--- src/rtl/core/cdsc_pkg.sv ---
// Package with the shared types, constants and register map of the segment cutter.
package cdsc_pkg;

	localparam logic [31:0] HASH_BASIS = 32'h8422_2325;
	localparam logic [31:0] HASH_PRIME = 32'h0000_01b3;
	localparam logic [31:0] MIX_A      = 32'h85eb_ca6b;
	localparam logic [31:0] MIX_B      = 32'hc2b2_ae35;
	localparam logic [31:0] NARROW_LIMIT = 32'h0040_0000;

	localparam int unsigned ADDR_W = 4;

	localparam logic [15:0] MIN_ELEMENTS_RST   = 16'd64;
	localparam logic [31:0] MIN_SIZE_BYTES_RST = 32'd65536;
	localparam logic [15:0] MAX_ELEMENTS_RST   = 16'd16384;
	localparam logic [31:0] MAX_SIZE_BYTES_RST = 32'd16777216;

	typedef enum logic [1:0] {
		REG_MIN_ELEMENTS   = 2'd0,
		REG_MIN_SIZE_BYTES = 2'd1,
		REG_MAX_ELEMENTS   = 2'd2,
		REG_MAX_SIZE_BYTES = 2'd3
	} reg_index_t;

	typedef struct packed {
		logic [15:0] min_elements;
		logic [31:0] min_size_bytes;
		logic [15:0] max_elements;
		logic [31:0] max_size_bytes;
	} cfg_regs_t;

	typedef enum logic [2:0] {
		S_IDLE,
		S_HASH,
		S_MIX0,
		S_MIX1,
		S_MIX2,
		S_DECIDE
	} state_t;

	function automatic logic [31:0] sat_add32(input logic [31:0] a, input logic [31:0] b);
		logic [32:0] s;
		s = {1'b0, a} + {1'b0, b};
		return s[32] ? 32'hFFFF_FFFF : s[31:0];
	endfunction

endpackage

--- src/rtl/core/cdsc_item_if.sv ---
// Input channel interface carrying one encoded byte per transfer.
interface cdsc_item_if;
	logic       valid;
	logic       ready;
	logic [7:0] data_byte;
	logic       key_byte;
	logic       element_end;

	modport source (output valid, output data_byte, output key_byte, output element_end,
		input ready);
	modport sink (input valid, input data_byte, input key_byte, input element_end,
		output ready);
endinterface

--- src/rtl/core/cdsc_result_if.sv ---
// Output channel interface carrying one segment decision per transfer.
interface cdsc_result_if;
	logic valid;
	logic ready;
	logic starts_segment;
	logic forced_by_limit;

	modport source (output valid, output starts_segment, output forced_by_limit, input ready);
	modport sink (input valid, input starts_segment, input forced_by_limit, output ready);
endinterface

--- src/rtl/core/cdsc_regs.sv ---
// APB-style configuration register file of the segment cutter.
module cdsc_regs (
	input  logic                          clk,
	input  logic                          arst_n,
	input  logic                          psel,
	input  logic                          penable,
	input  logic                          pwrite,
	input  logic [cdsc_pkg::ADDR_W-1:0]   paddr,
	input  logic [31:0]                   pwdata,
	output logic [31:0]                   prdata,
	output logic                          pready,
	output cdsc_pkg::cfg_regs_t           regs
);
	cdsc_pkg::cfg_regs_t regs_q;
	cdsc_pkg::reg_index_t idx;

	assign idx    = cdsc_pkg::reg_index_t'(paddr[3:2]);
	assign pready = 1'b1;
	assign regs   = regs_q;

	always_ff @(posedge clk or negedge arst_n) begin
		if (!arst_n) begin
			regs_q.min_elements   <= cdsc_pkg::MIN_ELEMENTS_RST;
			regs_q.min_size_bytes <= cdsc_pkg::MIN_SIZE_BYTES_RST;
			regs_q.max_elements   <= cdsc_pkg::MAX_ELEMENTS_RST;
			regs_q.max_size_bytes <= cdsc_pkg::MAX_SIZE_BYTES_RST;
		end else if (psel && penable && pwrite) begin
			case (idx)
				cdsc_pkg::REG_MIN_ELEMENTS:   regs_q.min_elements   <= pwdata[15:0];
				cdsc_pkg::REG_MIN_SIZE_BYTES: regs_q.min_size_bytes <= pwdata;
				cdsc_pkg::REG_MAX_ELEMENTS:   regs_q.max_elements   <= pwdata[15:0];
				cdsc_pkg::REG_MAX_SIZE_BYTES: regs_q.max_size_bytes <= pwdata;
				default: ;
			endcase
		end
	end

	always_comb begin
		case (idx)
			cdsc_pkg::REG_MIN_ELEMENTS:   prdata = {16'b0, regs_q.min_elements};
			cdsc_pkg::REG_MIN_SIZE_BYTES: prdata = regs_q.min_size_bytes;
			cdsc_pkg::REG_MAX_ELEMENTS:   prdata = {16'b0, regs_q.max_elements};
			cdsc_pkg::REG_MAX_SIZE_BYTES: prdata = regs_q.max_size_bytes;
			default:                      prdata = 32'b0;
		endcase
	end
endmodule

--- src/rtl/core/cdsc_mul.sv ---
// Shared registered multiplier used for hashing, mixing and the threshold compare.
module cdsc_mul (
	input  logic        clk,
	input  logic [32:0] a,
	input  logic [31:0] b,
	output logic [64:0] prod_q
);
	always_ff @(posedge clk) begin
		prod_q <= {32'b0, a} * {33'b0, b};
	end
endmodule

--- src/rtl/core/content_defined_segment_cutter.sv ---
// Top level of the content-defined segment cutter with its sequencer.
//
//   channel  direction  handshake        payload
//   item     in         valid / ready    data_byte, key_byte, element_end
//   result   out        valid / ready    starts_segment, forced_by_limit
//   config   in         APB write/read   min/max element count and byte total
//
// A plain byte is taken in S_IDLE; a key byte also passes S_HASH to fold in its product from the shared multiplier.
// An element's last byte then runs S_MIX0, S_MIX1, S_MIX2 and S_DECIDE: two mixing products, one threshold
// product (hash + 1) * count compared against bytes * 4096, and the decision.
// Reset clears the segment state and loads the register defaults.
// The decision waits while an earlier result has not yet been transferred.
module content_defined_segment_cutter (
	input  logic                        clk,
	input  logic                        arst_n,
	cdsc_item_if.sink                   item,
	cdsc_result_if.source               result,
	input  logic                        psel,
	input  logic                        penable,
	input  logic                        pwrite,
	input  logic [cdsc_pkg::ADDR_W-1:0] paddr,
	input  logic [31:0]                 pwdata,
	output logic [31:0]                 prdata,
	output logic                        pready
);
	cdsc_pkg::cfg_regs_t regs;
	cdsc_pkg::state_t    state_q, state_d;

	logic [32:0] mul_a;
	logic [31:0] mul_b;
	logic [64:0] prod_q;

	logic [31:0] hash_q, len_q, mix_q, bytes_q;
	logic [15:0] count_q;
	logic        end_q;
	logic        out_valid_q, starts_q, forced_q;
	logic        decide_go;

	logic [31:0] p_lo, p13, fin;
	logic        cnt_nz, forced, below_min, hash_cut, cut;

	cdsc_regs u_regs (
		.clk     (clk),
		.arst_n  (arst_n),
		.psel    (psel),
		.penable (penable),
		.pwrite  (pwrite),
		.paddr   (paddr),
		.pwdata  (pwdata),
		.prdata  (prdata),
		.pready  (pready),
		.regs    (regs)
	);

	cdsc_mul u_mul (
		.clk    (clk),
		.a      (mul_a),
		.b      (mul_b),
		.prod_q (prod_q)
	);

	assign p_lo = prod_q[31:0];
	assign p13  = p_lo ^ (p_lo >> 13);
	assign fin  = p_lo ^ (p_lo >> 16);

	assign cnt_nz    = count_q != 16'd0;
	assign forced    = cnt_nz && (count_q >= regs.max_elements ||
		bytes_q >= regs.max_size_bytes);
	assign below_min = count_q < regs.min_elements && bytes_q < regs.min_size_bytes;
	assign hash_cut  = mix_q < cdsc_pkg::NARROW_LIMIT ||
		prod_q[48:0] <= {5'b0, bytes_q, 12'b0};
	assign cut       = forced || (cnt_nz && !below_min && hash_cut);

	always_comb begin
		state_d    = state_q;
		item.ready = 1'b0;
		decide_go  = 1'b0;
		mul_a      = 33'b0;
		mul_b      = 32'b0;
		case (state_q)
			cdsc_pkg::S_IDLE: begin
				item.ready = 1'b1;
				mul_a      = {1'b0, hash_q ^ {24'b0, item.data_byte}};
				mul_b      = cdsc_pkg::HASH_PRIME;
				if (item.valid) begin
					if (item.key_byte) begin
						state_d = cdsc_pkg::S_HASH;
					end else if (item.element_end) begin
						state_d = cdsc_pkg::S_MIX0;
					end
				end
			end
			cdsc_pkg::S_HASH: begin
				state_d = end_q ? cdsc_pkg::S_MIX0 : cdsc_pkg::S_IDLE;
			end
			cdsc_pkg::S_MIX0: begin
				mul_a   = {1'b0, hash_q ^ (hash_q >> 16)};
				mul_b   = cdsc_pkg::MIX_A;
				state_d = cdsc_pkg::S_MIX1;
			end
			cdsc_pkg::S_MIX1: begin
				mul_a   = {1'b0, p13};
				mul_b   = cdsc_pkg::MIX_B;
				state_d = cdsc_pkg::S_MIX2;
			end
			cdsc_pkg::S_MIX2: begin
				mul_a   = {1'b0, fin} + 33'd1;
				mul_b   = {16'b0, count_q};
				state_d = cdsc_pkg::S_DECIDE;
			end
			cdsc_pkg::S_DECIDE: begin
				mul_a = {1'b0, mix_q} + 33'd1;
				mul_b = {16'b0, count_q};
				if (!(out_valid_q && !result.ready)) begin
					decide_go = 1'b1;
					state_d   = cdsc_pkg::S_IDLE;
				end
			end
			default: state_d = cdsc_pkg::S_IDLE;
		endcase
	end

	always_ff @(posedge clk or negedge arst_n) begin
		if (!arst_n) begin
			state_q <= cdsc_pkg::S_IDLE;
		end else begin
			state_q <= state_d;
		end
	end

	always_ff @(posedge clk or negedge arst_n) begin
		if (!arst_n) begin
			hash_q      <= cdsc_pkg::HASH_BASIS;
			len_q       <= 32'b0;
			count_q     <= 16'b0;
			bytes_q     <= 32'b0;
			end_q       <= 1'b0;
			out_valid_q <= 1'b0;
		end else begin
			if (item.valid && item.ready) begin
				end_q <= item.element_end;
				len_q <= cdsc_pkg::sat_add32(len_q, 32'd1);
			end
			if (state_q == cdsc_pkg::S_HASH) begin
				hash_q <= p_lo;
			end
			if (result.valid && result.ready && !decide_go) begin
				out_valid_q <= 1'b0;
			end
			if (decide_go) begin
				if (cut) begin
					count_q <= 16'd1;
					bytes_q <= len_q;
				end else begin
					if (count_q != 16'hFFFF) begin
						count_q <= count_q + 16'd1;
					end
					bytes_q <= cdsc_pkg::sat_add32(bytes_q, len_q);
				end
				hash_q      <= cdsc_pkg::HASH_BASIS;
				len_q       <= 32'b0;
				out_valid_q <= 1'b1;
			end
		end
	end

	always_ff @(posedge clk) begin
		if (state_q == cdsc_pkg::S_MIX2) begin
			mix_q <= fin;
		end
		if (decide_go) begin
			starts_q <= cut;
			forced_q <= forced;
		end
	end

	assign result.valid           = out_valid_q;
	assign result.starts_segment  = starts_q;
	assign result.forced_by_limit = forced_q;

	a_rise_from_decide: assert property (@(posedge clk) disable iff (!arst_n)
		$rose(out_valid_q) |-> $past(state_q == cdsc_pkg::S_DECIDE))
		else $error("result appeared without a decision");

	a_count_nonzero: assert property (@(posedge clk) disable iff (!arst_n)
		out_valid_q |-> count_q != 16'd0)
		else $error("segment count is zero with a result pending");

	a_forced_is_cut: assert property (@(posedge clk) disable iff (!arst_n)
		(out_valid_q && forced_q) |-> starts_q)
		else $error("forced cut without segment start");

	a_reload: assert property (@(posedge clk) disable iff (!arst_n)
		decide_go |=> (hash_q == cdsc_pkg::HASH_BASIS && len_q == 32'b0))
		else $error("element state not reloaded after decision");
endmodule

--- src/flat_wrapper.sv ---
// flat-port wrapper written by rule: the top's interface ports become plain ports
module content_defined_segment_cutter_flat 
  (clk, arst_n, psel, penable, pwrite, paddr, pwdata, prdata, pready, item_valid, item_data_byte, item_key_byte, item_element_end, item_ready, result_valid, result_starts_segment, result_forced_by_limit, result_ready);
  cdsc_item_if item_i ();
  cdsc_result_if result_i ();
  input  logic clk;
  input  logic arst_n;
  input  logic psel;
  input  logic penable;
  input  logic pwrite;
  input  logic [cdsc_pkg::ADDR_W-1:0] paddr;
  input  logic [31:0] pwdata;
  output logic [31:0] prdata;
  output logic pready;
  input wire logic [$bits(item_i.valid)-1:0] item_valid;
  input wire logic [$bits(item_i.data_byte)-1:0] item_data_byte;
  input wire logic [$bits(item_i.key_byte)-1:0] item_key_byte;
  input wire logic [$bits(item_i.element_end)-1:0] item_element_end;
  output wire logic [$bits(item_i.ready)-1:0] item_ready;
  output wire logic [$bits(result_i.valid)-1:0] result_valid;
  output wire logic [$bits(result_i.starts_segment)-1:0] result_starts_segment;
  output wire logic [$bits(result_i.forced_by_limit)-1:0] result_forced_by_limit;
  input wire logic [$bits(result_i.ready)-1:0] result_ready;
  assign item_i.valid = item_valid;
  assign item_i.data_byte = item_data_byte;
  assign item_i.key_byte = item_key_byte;
  assign item_i.element_end = item_element_end;
  assign item_ready = item_i.ready;
  assign result_valid = result_i.valid;
  assign result_starts_segment = result_i.starts_segment;
  assign result_forced_by_limit = result_i.forced_by_limit;
  assign result_i.ready = result_ready;
  content_defined_segment_cutter u_core (.clk(clk), .arst_n(arst_n), .item(item_i), .result(result_i), .psel(psel), .penable(penable), .pwrite(pwrite), .paddr(paddr), .pwdata(pwdata), .prdata(prdata), .pready(pready));
endmodule
--- config.mk ---
export PLATFORM = sky130hd
export DESIGN_NAME = content_defined_segment_cutter_flat
export DESIGN_NICKNAME = d
export VERILOG_FILES = /design/src/rtl/core/cdsc_pkg.sv /design/src/rtl/core/cdsc_item_if.sv /design/src/rtl/core/cdsc_result_if.sv /design/src/rtl/core/cdsc_regs.sv /design/src/rtl/core/cdsc_mul.sv /design/src/rtl/core/content_defined_segment_cutter.sv /design/src/flat_wrapper.sv
export SDC_FILE = /design/constraint.sdc
export NUM_CORES = 2
export LEC_CHECK = 0
export ABC_CLOCK_PERIOD_IN_PS = 19500
export CORE_MARGIN = 2
export CORE_UTILIZATION = 60
export DETAILED_ROUTE_END_ITERATION = 10
export DONT_BUFFER_PORTS = 1
export PLACE_DENSITY_LB_ADDON = 0.2
export SETUP_SLACK_MARGIN = 0.15
export SLEW_MARGIN = 40
export SYNTH_ARGS = -nofsm -noshare
export SYNTH_HDL_FRONTEND = slang
export SYNTH_SLANG_ARGS = --single-unit
--- constraint.sdc ---
create_clock -name clk -period 19.5 [get_ports clk]
set_clock_uncertainty 0.05 [all_clocks]
set_input_delay 4.875 -clock clk [delete_from_list [all_inputs] [get_ports clk]]
set_output_delay 4.875 -clock clk [all_outputs]
set_load 0.02 [all_outputs]
==> run metrics <==
status=complete, but fails checks; failing checks=design-rule violations; Post-synth EDFFs=34; total CTS buffers=36; Period Utilization, post-route=67.7%; Synth-to-Final Area Change=5.56%; ranking of synthesized cells by area=fa_1, ha_1, dfrtp_1; largest net degree at the start of global routing=214; Yosys reg bits=296; Clock Latency Late Sink=0.56 ns; type of the worst setup path=in2reg; Worst Reg-to-Reg Cells=39; Worst setup SP type=input pin; area leader, netlist=fa_1; critical path fanouts, max=8; Tmin final=13.20 ns; Initial Utilization=60.6%; die area=76,100 sq um; initial antenna violation count=5; final setup margin=6.30 ns; Congestion Overflow GR=0; Die X=276 microns; DP Wirelength=108,000 microns; Syn Inst Count=4,811; CTS resizes=0; CTS tree=done; vias after detailed routing=34,207; mean post-synth cell area=9.21 sq um; DR vias/cell=5.97; share of layout cells above drive strength 1=7.05%; CP most frequent cell=fa_1; Hold Buf Count CTS=0; clk buf depth=3; commonest cells after routing, fill and taps aside=inv_1, fa_1, nor2_1; final layout net count=5,914; register area share after synthesis=16.6%; Syn Std Cell Area=44,300 sq um; Clk pin slew, worst setup/hold paths=0.06 ns; max-cap violation count=0; Critical Path AT=13.53 ns; port buffer count=0; Final Max Slew Viols=0; H-Tree Depth=2; Detail Route Antenna Nets=0; first-pass GRT wire length=211,000 microns; Post-route DRC=26; global-route usage over all layers=37.5%; final hold viol count=0; Setup Buffers After CTS=0; Core Box Area=73,100 sq um; final WL=139,000 microns; setup TNS=0 ns; num rows=99; CP peak stage delay=0.66 ns; Avg WL per Cell=24.2 microns; FFs w/ async S/R, synth=72.0%; IO Pins=90; Critical path buffers and inverters=5; fmax=75.8 MHz; Worst-Margin Slew=0.917 ns; syn nets=5,988; leading cell type in the layout, fill and taps excluded=inv_1; routability cong.=1.03; CP Data Required Time=19.83 ns; Synth top area share=32.6%; Die Height=276 microns; Rel. slew slack=38.7%; Hold Crit Depth=2; Ys Warns=0; CP max stage cell=a221oi_1; drt first pass iters=11; number of library cell types mapped by synthesis=80; number of global-route vias before repair=34,671; clk sinks=296; main flop type after synthesis=dfrtp_1; Crit path max-delay family=adder cells; Worst Hold Class=reg2reg; CP Capture Type=flop; unrepaired setup endpoints after global routing=no; endpoints failing setup=0; Clock Tree Root=clkbuf_16; Crit path depth=30; pre-CTS setup slack=5.87 ns; initial DRC count=3,132
==> tightest hold or removal path: cells and delay by family (launching register included) <==
| family | cells | cell delay (ns) |
|---|---|---|
| DFF | 1 | 0.35 |
| and+or+nand+nor | 2 | 0.14 |
==> per-layer routing <==
metal	routed length, microns	GRT usage (%)	share of wire (%)
met5	73	0	0.053
met4	7540	16.3	5.4
met3	14400	6.98	10
met2	62200	58.5	45
met1	54500	51.6	39
==> cells in the mapped netlist (28+ instances only) <==
cell / count
a21o_1: 72
a21oi_1: 142
and2_1: 30
clkbuf_1: 157
dfrtp_1: 199
dfxtp_1: 49
edfxtp_1: 34
fa_1: 721
ha_1: 403
inv_1: 1036
mux2_2: 68
mux2i_1: 49
nand2_1: 361
nand2b_1: 68
nand3_1: 58
nand4_1: 40
nor2_1: 480
nor2b_1: 43
nor3_1: 28
o21ai_0: 157
o221ai_1: 33
or2_2: 36
xnor2_1: 119
xor2_1: 80
==> flip-flops by register name, indices dropped and copies added, names as in the netlist <==
name and cells:
u_core.len_q 32, u_core.state_q 3, u_core.end_q 1, u_core.result.valid 1, u_core.u_regs.regs 96, u_core.u_mul.prod_q 49, u_core.result.forced_by_limit 1, u_core.count_q 16
u_core.mix_q 32, u_core.result.starts_segment 1, u_core.hash_q 32, u_core.bytes_q 32
==> kinds of logic after synthesis <==
logic type               synth area share (%)
AND/OR/NAND/NOR                          12.4
adder cells (fa/ha/maj)                  43.9
buffers and inverters                    10.5
AO/OA/AOI/OAI                            8.91
other                                 0.00846
flip-flops                               16.6
XOR/XNOR                                 3.93
multiplexers                             3.65
==> through the flow <==
step | instance area (sq um) | hold WS, ns | std cells | util, %
global placement | 45600 | 0.418 | 5658 | 62.3
global route | 46800 | 0.474 | 5725 | 64.0
CTS | 46800 | 0.428 | 5724 | 64.0
floorplan | 44300 | 0.381 | 4811 | -
detailed placement | 45600 | 0.422 | 5658 | 62.4
finish | 46800 | 0.440 | 5726 | 64.0
==> final timing paths <==
kind	start	to	slack, ns
hold reg to reg	u_core.u_mul.prod_q[2]$_DFF_P_	u_core.hash_q[2]$_DFFE_PN1P_	0.44
min in group asynchronous	arst_n	u_core.u_regs.regs[25]$_DFFE_PN0P_	3.97
setup / recovery	item_data_byte[4]	u_core.u_mul.prod_q[34]$_DFF_P_	6.30
hold / removal	u_core.u_mul.prod_q[2]$_DFF_P_	u_core.hash_q[2]$_DFFE_PN1P_	0.44
setup reg to reg	u_core.state_q[2]$_DFFE_PN0P_	u_core.u_mul.prod_q[46]$_DFF_P_	6.37
max in group asynchronous	arst_n	u_core.hash_q[31]$_DFFE_PN1P_	15.07
==> final cells by class <==
type,count,area [sq um]
fill,6139,26300
clock inverter,12,97.6
sequential,296,7350
inverter,1037,3890
timing repair buffer,83,631
antenna,2,5.00
multi-input combinational,3283,32500
tap,959,1200
clock buffer,54,1080
Power is left out: the tool's default activity adds up to more than one toggle a clock period on the data nets, which glitch-free logic cannot reach.
